$ cat config.mk
export PLATFORM = sky130hd
export DESIGN_NAME = hmu_mul
export DESIGN_NICKNAME = d
export VERILOG_FILES = /design/src/hw/rtl/histogram_matching_unit_assert.svh /design/src/hw/rtl/hmu_pkg.sv /design/src/hw/rtl/hmu_mul.sv
export SDC_FILE = /design/constraint.sdc
export NUM_CORES = 1
export LEC_CHECK = 0
export BUFFER_PORTS_ARGS = -buffer_cell sky130_fd_sc_hd__buf_2
export CORE_MARGIN = 1
export CORE_UTILIZATION = 40
export CTS_CLUSTER_DIAMETER = 120
export DETAILED_ROUTE_END_ITERATION = 6
export PLACE_DENSITY_LB_ADDON = 0.12
export SETUP_SLACK_MARGIN = 0.5
export SLEW_MARGIN = 20
export SYNTH_ARGS = -nofsm -noshare
export SYNTH_HDL_FRONTEND = slang
export SYNTH_SLANG_ARGS = --single-unit
$ cat constraint.sdc
create_clock -name clock -period 7.6 [get_ports clock]
set_input_delay 0.76 -clock clock [delete_from_list [all_inputs] [get_ports clock]]
set_output_delay 0.76 -clock clock [all_outputs]
set_load 0.05 [all_outputs]
$ cat src/hw/rtl/histogram_matching_unit_assert.svh
// Assertion macros used by histogram_matching_unit.sv.
`ifndef HISTOGRAM_MATCHING_UNIT_ASSERT_SVH
`define HISTOGRAM_MATCHING_UNIT_ASSERT_SVH

// Same-cycle implication.
`define HMU_ASSERT_SAME(label, clk, rst, ante, cons, msg) \
   label: assert property (@(posedge clk) disable iff (rst) (ante) |-> (cons)) \
      else $error(msg);

// Next-cycle implication.
`define HMU_ASSERT_NEXT(label, clk, rst, ante, cons, msg) \
   label: assert property (@(posedge clk) disable iff (rst) (ante) |=> (cons)) \
      else $error(msg);

`endif

$ cat src/hw/rtl/hmu_pkg.sv
`timescale 1ns / 1ps
`default_nettype none

package hmu_pkg;

   localparam int LEVELS_DEF      = 256;
   localparam int COUNT_BITS_DEF  = 22;
   localparam int WEIGHT_BITS_DEF = 16;

   localparam int MODE_BITS         = 2;
   localparam int LEVEL_BITS        = 8;
   localparam int WEIGHT_FIELD_BITS = 16;
   localparam int OUT_LEVEL_BITS    = 8;

   localparam logic [MODE_BITS-1:0] MODE_LOAD  = 2'd0;
   localparam logic [MODE_BITS-1:0] MODE_COUNT = 2'd1;
   localparam logic [MODE_BITS-1:0] MODE_BUILD = 2'd2;
   localparam logic [MODE_BITS-1:0] MODE_MAP   = 2'd3;

   typedef struct packed {
      logic cnt_we;
      logic cnt_clr;
      logic wt_we;
   } store_cmd_type;

endpackage

`default_nettype wire

$ cat src/hw/rtl/hmu_mul.sv
`timescale 1ns / 1ps
`default_nettype none

module hmu_mul #(
   parameter int A_BITS = hmu_pkg::WEIGHT_BITS_DEF + 8,
   parameter int B_BITS = hmu_pkg::COUNT_BITS_DEF
) (
   input  wire logic                     clock,
   input  wire logic [A_BITS-1:0]        op_a,
   input  wire logic [B_BITS-1:0]        op_b,
   output logic      [A_BITS+B_BITS-1:0] prod
);

   logic [A_BITS+B_BITS-1:0] prod_ff;
   logic [A_BITS+B_BITS-1:0] prod_in;

   assign prod_in = (A_BITS+B_BITS)'(op_a) * (A_BITS+B_BITS)'(op_b);

   always_ff @(posedge clock) begin
      prod_ff <= prod_in;
   end

   assign prod = prod_ff;

endmodule

`default_nettype wire
* Yosys cells after proc, flatten, opt, wreduce, memory -nomap -nowiden
Index checks and enable logic that the tools add are counted.
Word-level totals: output and inout bits 46, flip-flop bits (word level) 46, word-level logic and storage cells 2
Operators by class: multiply operators 1
Operator list (number):
- 24-bit by 22-bit multiplier with 46-bit output | 1

* Logic depth before layout (Yosys ltp)
Gate-level depths: netlist of run 1.
depth in word-level cells 1, depth in mapped cells 24, depth with buffers taken out 22

* Worst setup path after synthesis of run 1
Ideal clock, no wire load.
path kind input-to-reg, start input port op_a[19], end register prod_ff[35], in the netlist prod[35], path slack 929 ps, arrival 6599 ps, cell stages on the path 23, cell sequence clkbuf_1 > nand2_1 > fa_1 > inv_1 > fa_1 > inv_1 > fa_1 > inv_1 > fa_1 > fa_1 > fa_1 > inv_1 > fa_1 > inv_1 > ha_1 > a21o_1 > a31oi_1 > nor2_1 > a211oi_1 > o41ai_4 > a21o_2 > a21oi_1 > xnor2_1
On the way: cells in the longest elaborated chain, start to end 1
RTL lines:
- start: declaration | line hmu_mul.sv:9 | input wire logic [A_BITS-1:0] op_a,
- 24-bit by 22-bit multiplier with 46-bit output | line hmu_mul.sv:17 | assign prod_in = (A_BITS+B_BITS)'(op_a) * (A_BITS+B_BITS)'(op_b);
- named net prod_in[35] | line hmu_mul.sv:15 | logic [A_BITS+B_BITS-1:0] prod_in;
- end signal: assignment | line hmu_mul.sv:20 | prod_ff <= prod_in;
- end: declaration | line hmu_mul.sv:14 | logic [A_BITS+B_BITS-1:0] prod_ff;
The timed path passes the listed nets, and every way through them passes these cells.

* Final worst setup path of run 1
start input port op_b[4], end register prod_ff[39], in the netlist prod[39]
On the way: cells in the longest elaborated chain, start to end 1
RTL lines:
- start: declaration | line hmu_mul.sv:10 | input wire logic [B_BITS-1:0] op_b,
- 24-bit by 22-bit multiplier with 46-bit output | line hmu_mul.sv:17
- named net prod_in[39] | line hmu_mul.sv:15
The timed path passes the listed nets, and every way through them passes these cells.

==> results by group, run 1 <==
Logic synthesis
  – Cell area after synthesis: 17,900 µm²
  – Avg Cell Area, Syn: 9.16 µm²
  – Yosys reg bits: 46
  – Number of flops mapped to enable cells by yosys: 0
  – Most common flop cell mapped by yosys: dfxtp_1
  – Top-count cell post-synth: fa_1
  – Synth area leader: fa_1
  – Synth async-reset ratio: 0
  – Syn nets: 2,600
  – Synth top area share: 0.489
  – Synth top area cells: fa_1 (49%), ha_1 (11%), inv_1 (8.9%)
  – Yosys cell types: 46
  – Post-synth top cells: fa_1 (437), inv_1 (423), nand2_1 (329), and2_1 (227), ha_1 (161)
  – Cells after Synth: 1,955
  – Synth warn: 0
  – Seq/Total Area, Yosys: 0.0515

STA
  – Fin crit share: 0.901
  – Post-layout min period: 6.85 ns
  – RSZ-0062 raised after global routing: no
  – Setup violations, final: 0
  – Final Max Tran Viols: 0
  – Setup TNS: 0 ns
  – FMAX: 0.146 GHz
  – Worst slew pin tran: 0.567 ns
  – Final Hold Fails: 0
  – Relative slew margins: 0.622

Setup path
  – Setup CP Type: input port to flop
  – Buffers & Inverters on Critical Path: 6
  – Critical Path RT: 7.82 ns
  – CP Launch Type: input port
  – Most frequent CP cell: fa_1
  – Crit-path cells: buf_4, and2_1, fa_1, fa_1, inv_1, fa_1, inv_1, fa_1, inv_1, fa_1, fa_1, fa_1, inv_1, ha_1, nand4_1, o221ai_1, a31oi_1, o31a_1, o41ai_4, buf_4, a31oi_4, o21ai_2, xor2_1
  – CP max stage delay: 0.55 ns
  – Critical Path Stages: 23
  – CP max stage cell: fa_1
  – Kind of cell adding the most delay to the critical path: adder cells
  – Nature of the critical path endpoint: flop
  – CP arrival: 7.07 ns
  – Max Fanout on Critical Path: 24

Clock network
  – Max Root-Sink Buffers: 2
  – Clk sinks: 46
  – CTS Buf Count: 5
  – CTS tree: yes
  – Clock slew at reported path FFs: 0.06 ns
  – H-tree depth: 2
  – Root Buffer Master: clkbuf_16

Placed design
  – Detailed placer's ending HPWL: 40.6 mm
  – Buffers on Ports: 92
  – GPL Wtd Cong: 0.837

Min path
  – Hold endpoint: prod[0]
  – Min-delay worst type: input port to flop
  – Worst Hold Path Cells: 2
  – Hold path start: op_b[0]

Drt
  – Remaining DRCs: 0
  – Router iterations before antenna repair: 5
  – Routed Antenna Nets: 0
  – WL final: 47.0 mm
  – First DRT Iteration DRCs: 562
  – Avg WL per Cell: 18.3 µm
  – Via density: 4.98
  – DR vias: 12,800

Cells and area
  – Synthesis-to-layout area growth: 7.05%
  – Final #Nets: 2,624
  – Max reg flops: 46
  – Layout cells sized above 1: 0.0717
  – Ant. Diodes: 0
  – Filler cell count: 4,434

GRT
  – Initial antenna violation count: 1
  – Total grt overflow: 0
  – Largest net degree at the start of global routing: 25
  – GRT Util Overall: 0.217
  – Vias in the first global route: 14,100
  – Global-route wire length before repair: 75.5 mm

Floorplan
  – IO Count: 93
  – Die height: 214 µm
  – Core Area: 44,200 µm²
  – Initial Utilization: 0.405
  – Die W: 214 µm
  – Core Rows: 77
  – DIE AREA: 45,600 µm²

Flow run
  – Max-Cap Viols: 0

Status
  – Run status: finished, final reports clean
## metal layers
layer | vias up | routed length, µm | GRT usage
met5 | - | 14 | 0
met4 | 2 | 1510 | 0.0633
met3 | 64 | 1030 | 0.0164
met2 | 206 | 26200 | 0.417
met1 | 6776 | 18200 | 0.257
li1 | 5771 | - | -
## kinds of logic (layout without fill, tap and decap cells)
group                      after synthesis  in the layout  synth area share
buffers and inverters                  524            549             0.110
xor gates and xnor gates                45             45            0.0220
AOI/OAI and AO/OA                      138            138            0.0524
DFF                                     46             46            0.0515
adders and majority gates              598            598             0.601
and+or+nand+nor                        604            604             0.162
## how the worst max path moves through the flow
| stage | end | slack, ns | start |
|---|---|---|---|
| after floorplan | prod[35] | 0.93 | op_a[19] |
| after global placement | prod[42] | 0.22 | op_b[7] |
| after detailed placement | prod[42] | 0.20 | op_b[7] |
| after CTS | prod[39] | 0.55 | op_a[9] |
| after global routing | prod[39] | 0.48 | op_a[9] |
| final | prod[39] | 0.75 | op_b[4] |
## cell usage in the layout, fill, tap and decap left out, types with 23 or more instances in the layout
cell / synthesis / layout
and2_1: 227 / 227
dfxtp_1: 46 / 46
a21o_1: 31 / 31
buf_2: 1 / 69
a21oi_1: 42 / 41
ha_1: 161 / 159
nand2_1: 329 / 329
xor2_1: 23 / 23
buf_4: 2 / 34
inv_1: 423 / 423
fa_1: 437 / 437
## what timing repair did
action | in CTS | in global routing
pin swaps | 0 | 3
gates resized for setup | 1 | 39
setup endpoints to repair | 1 | 11
buffers inserted | 0 | 4
hold buffers | 0 | 0
gates cloned | 0 | 0
## stage by stage
step / instances / setup slack (ns) / cell area (µm²) / hold slack [ns] / util
global placement: 2560 / 0.225 / 18900 / 1.23 / 0.427
global route: 2572 / 0.475 / 19200 / 1.03 / 0.433
detailed placement: 2560 / 0.202 / 18900 / 1.23 / 0.427
finish: 2572 / 0.749 / 19200 / 1.01 / 0.433
floorplan: 1955 / 0.929 / 17900 / 0.887 / -
CTS: 2568 / 0.551 / 19000 / 1.00 / 0.431
## layout make-up
cell class              count  area [µm²]  area share
multi-input cells        1385       15000       0.784
repair buffers            118         721      0.0376
clock buffers               6         129     0.00673
inverters                 423        1590      0.0829
flip-flops and latches     46         921      0.0481
clock inverters             2        37.5     0.00196
well taps                 592         741      0.0387
Power of run 1 is left out: the tool's default activity adds up to more than one toggle a clock period on the data nets, which glitch-free logic cannot reach.
==> run 2: changes to the inputs <==
--- a/config.mk
+++ b/config.mk
@@ -5,9 +5,11 @@
 export SDC_FILE = /design/constraint.sdc
 export NUM_CORES = 1
 export LEC_CHECK = 0
+export ABC_AREA = 1
 export BUFFER_PORTS_ARGS = -buffer_cell sky130_fd_sc_hd__buf_2
 export CORE_MARGIN = 1
 export CORE_UTILIZATION = 40
+export CTS_BUF_LIST = sky130_fd_sc_hd__clkbuf_8 sky130_fd_sc_hd__clkbuf_16
 export CTS_CLUSTER_DIAMETER = 120
 export DETAILED_ROUTE_END_ITERATION = 6
 export PLACE_DENSITY_LB_ADDON = 0.12
==> run 2 against run 1 <==
Sequential cell count unchanged. Cell count rose by 24%. Critical path type unchanged. Area after synthesis is 8.0% higher. Largest cell class unchanged. Die area up 8.0%. Synthesized cell count up 31%.
==> results by group, run 2 <==
GRT
  – Initial antenna violation count: 0 (-1)
  – GRT Util Overall: 0.221 (+0.00319)
  – Global-route wire length before repair: 86.3 mm (+14%)
  – Vias in the first global route: 16,000 (+13%)
  – Largest net degree at the start of global routing: 25 (unchanged)
  – Total grt overflow: 0 (unchanged)

Drt
  – Router iterations before antenna repair: 5 (unchanged)
  – First DRT Iteration DRCs: 783 (+39%)
  – DR vias: 15,000 (+17%)
  – WL final: 50.9 mm (+8.2%)
  – Via density: 4.69 (-5.9%)
  – Remaining DRCs: 0 (unchanged)
  – Avg WL per Cell: 15.9 µm (-13%)
  – Routed Antenna Nets: 0 (unchanged)

Floorplan
  – Die height: 222 µm (+3.9%)
  – Die W: 222 µm (+3.9%)
  – Core Area: 47,700 µm² (+8.0%)
  – Core Rows: 80 (+3.9%)
  – Initial Utilization: 0.405 (about the same)
  – DIE AREA: 49,200 µm² (+8.0%)
  – IO Count: 93 (unchanged)

Placed design
  – Detailed placer's ending HPWL: 43.8 mm (+7.8%)
  – Buffers on Ports: 92 (unchanged)
  – GPL Wtd Cong: 0.862 (+3.0%)

Clock network
  – CTS tree: yes
  – CTS Buf Count: 5 (unchanged)
  – H-tree depth: 2 (unchanged)
  – Clk sinks: 46 (unchanged)
  – Hold Buf Count CTS: 0 (unchanged)
  – Post-CTS sizing: 0 (-1)
  – Root Buffer Master: clkbuf_16
  – Max Root-Sink Buffers: 2 (unchanged)
  – Post-CTS setup buffer count: 0 (unchanged)
  – Clock slew at reported path FFs: 0.07 ns (about the same)

Logic synthesis
  – Post-synth top cells: nand2_1 (823), inv_1 (785), fa_1 (437), ha_1 (161), clkbuf_1 (92)
  – Synth top area share: 0.452 (-0.0363)
  – Seq/Total Area, Yosys: 0.0476 (-0.00383)
  – Number of flops mapped to enable cells by yosys: 0 (unchanged)
  – Synth area leader: fa_1
  – Cell area after synthesis: 19,300 µm² (+8.0%)
  – Top-count cell post-synth: nand2_1
  – Yosys cell types: 25 (-46%)
  – Yosys reg bits: 46 (unchanged)
  – Cells after Synth: 2,560 (+31%)
  – Avg Cell Area, Syn: 7.55 µm² (-17%)
  – Syn nets: 3,205 (+23%)
  – Synth async-reset ratio: 0 (unchanged)
  – Synth top area cells: fa_1 (45%), nand2_1 (16%), inv_1 (15%)
  – Synth warn: 0 (unchanged)
  – Most common flop cell mapped by yosys: dfxtp_1

Cells and area
  – Max reg flops: 46 (unchanged)
  – Synthesis-to-layout area growth: 5.58%
  – Layout cells sized above 1: 0.0622 (-0.00953)
  – Commonest non-fill, non-tap cell in the layout: nand2_1
  – Commonest non-fill, non-tap cells in the layout: nand2_1 (823), inv_1 (785), fa_1 (437), ha_1 (161), buf_2 (92)
  – Filler cell count: 4,990 (+13%)
  – Area of the multi-input gates: 15,100 µm² (+0.53%)
  – Final #Nets: 3,217 (+23%)
  – FF/Latch Area: 921 µm² (unchanged)

Min path
  – Min-delay worst type: input port to flop
  – Hold endpoint: prod[0]
  – Worst Hold Path Cells: 3 (+1)
  – Hold path start: op_b[0]

Setup path
  – Crit-path cells: buf_2, nand2_1, fa_1, inv_1, fa_1, inv_1, fa_1, inv_1, fa_1, fa_1, fa_1, inv_1, fa_1, inv_1, ha_1, nand2_2, nor2_1, nand2_1, nor2_1, nand3_1, nand4_1, nand2_1
  – Critical Path RT: 7.80 ns (-0.02 ns)
  – Setup CP Type: input port to flop
  – CP Launch Type: input port
  – CP max stage delay: 0.57 ns (+0.02 ns)
  – Nature of the critical path endpoint: flop
  – Max Fanout on Critical Path: 24 (unchanged)
  – CP max stage cell: fa_1
  – Buffers & Inverters on Critical Path: 6 (unchanged)
  – Kind of cell adding the most delay to the critical path: adder cells
  – CP arrival: 6.68 ns (-0.39 ns)
  – Most frequent CP cell: fa_1

STA
  – FMAX: 0.154 GHz (+5.6%)
  – Setup TNS: 0 ns (unchanged)
  – Relative slew margins: 0.574 (-0.0480)
  – Fin crit share: 0.853 (-0.0480)
  – RSZ-0062 raised after global routing: no
  – Setup violations, final: 0 (unchanged)
  – Post-layout min period: 6.49 ns (-0.365 ns)
  – Final Hold Fails: 0 (unchanged)
  – Final Max Tran Viols: 0 (unchanged)
  – Worst slew pin tran: 0.639 ns (+0.0720 ns)

Flow run
  – Max-Cap Viols: 0 (unchanged)

Status
  – Run status: finished, final reports clean
-- run 2: kinds of logic (layout without fill, tap and decap cells) --
| kind of cell | after synthesis | count (layout) | share of synthesized area |
|---|---|---|---|
| other | 0 | 1 | 0 |
| adder cells (fa/ha/maj) | 598 | 598 | 0.557 |
| flip-flops | 46 | 46 | 0.0476 |
| buffers and inverters | 882 | 895 | 0.171 |
| AO/OA/AOI/OAI | 44 | 44 | 0.0125 |
| XOR/XNOR | 27 | 27 | 0.0122 |
| AND/OR/NAND/NOR | 963 | 963 | 0.200 |
-- run 2: cell type report --
| class | instances | share of cell area |
|---|---|---|
| multi-input combinational | 1632 | 0.740 |
| inverter | 790 | 0.145 |
| tap | 615 | 0.0377 |
| timing repair buffer | 97 | 0.0244 |
| sequential | 46 | 0.0451 |
| clock inverter | 3 | 0.00141 |
| clock buffer | 5 | 0.00613 |
| antenna | 1 | 0.000123 |
-- run 2: routing by layer --
metal,routed length [µm],up-vias,GRT usage
met2,23100,297,0.352
met5,0,-,0
li1,-,7088,-
met4,251,0,0.0186
met3,2310,16,0.0203
met1,25200,7561,0.336
-- run 2: how the worst max path moves through the flow --
stage	start	cells after the start	slack, ns	to
final	op_b[7]	22	1.11	prod[44]
after CTS	op_b[7]	22	1.04	prod[44]
after global routing	op_b[7]	23	0.73	prod[44]
after detailed placement	op_b[7]	22	0.79	prod[44]
after global placement	op_b[7]	22	0.73	prod[44]
after floorplan	op_a[18]	25	1.61	prod[43]
-- run 2: per-stage QoR --
stage / hold slack [ns] / instances / util / worst slack, ns / area [µm²]
floorplan: 0.858 / 2560 / - / 1.61 / 19300
global placement: 1.23 / 3180 / 0.424 / 0.730 / 20300
detailed placement: 1.23 / 3180 / 0.424 / 0.790 / 20300
CTS: 0.930 / 3188 / 0.428 / 1.04 / 20400
global route: 0.953 / 3188 / 0.428 / 0.729 / 20400
finish: 0.935 / 3189 / 0.428 / 1.11 / 20400
-- run 2: tightest hold or removal path, stage by stage --
cell and delay [ns]:
buf_2 0.27, nand2_1 0.13, inv_1 0.03
Power of run 2 is left out for the same reason.
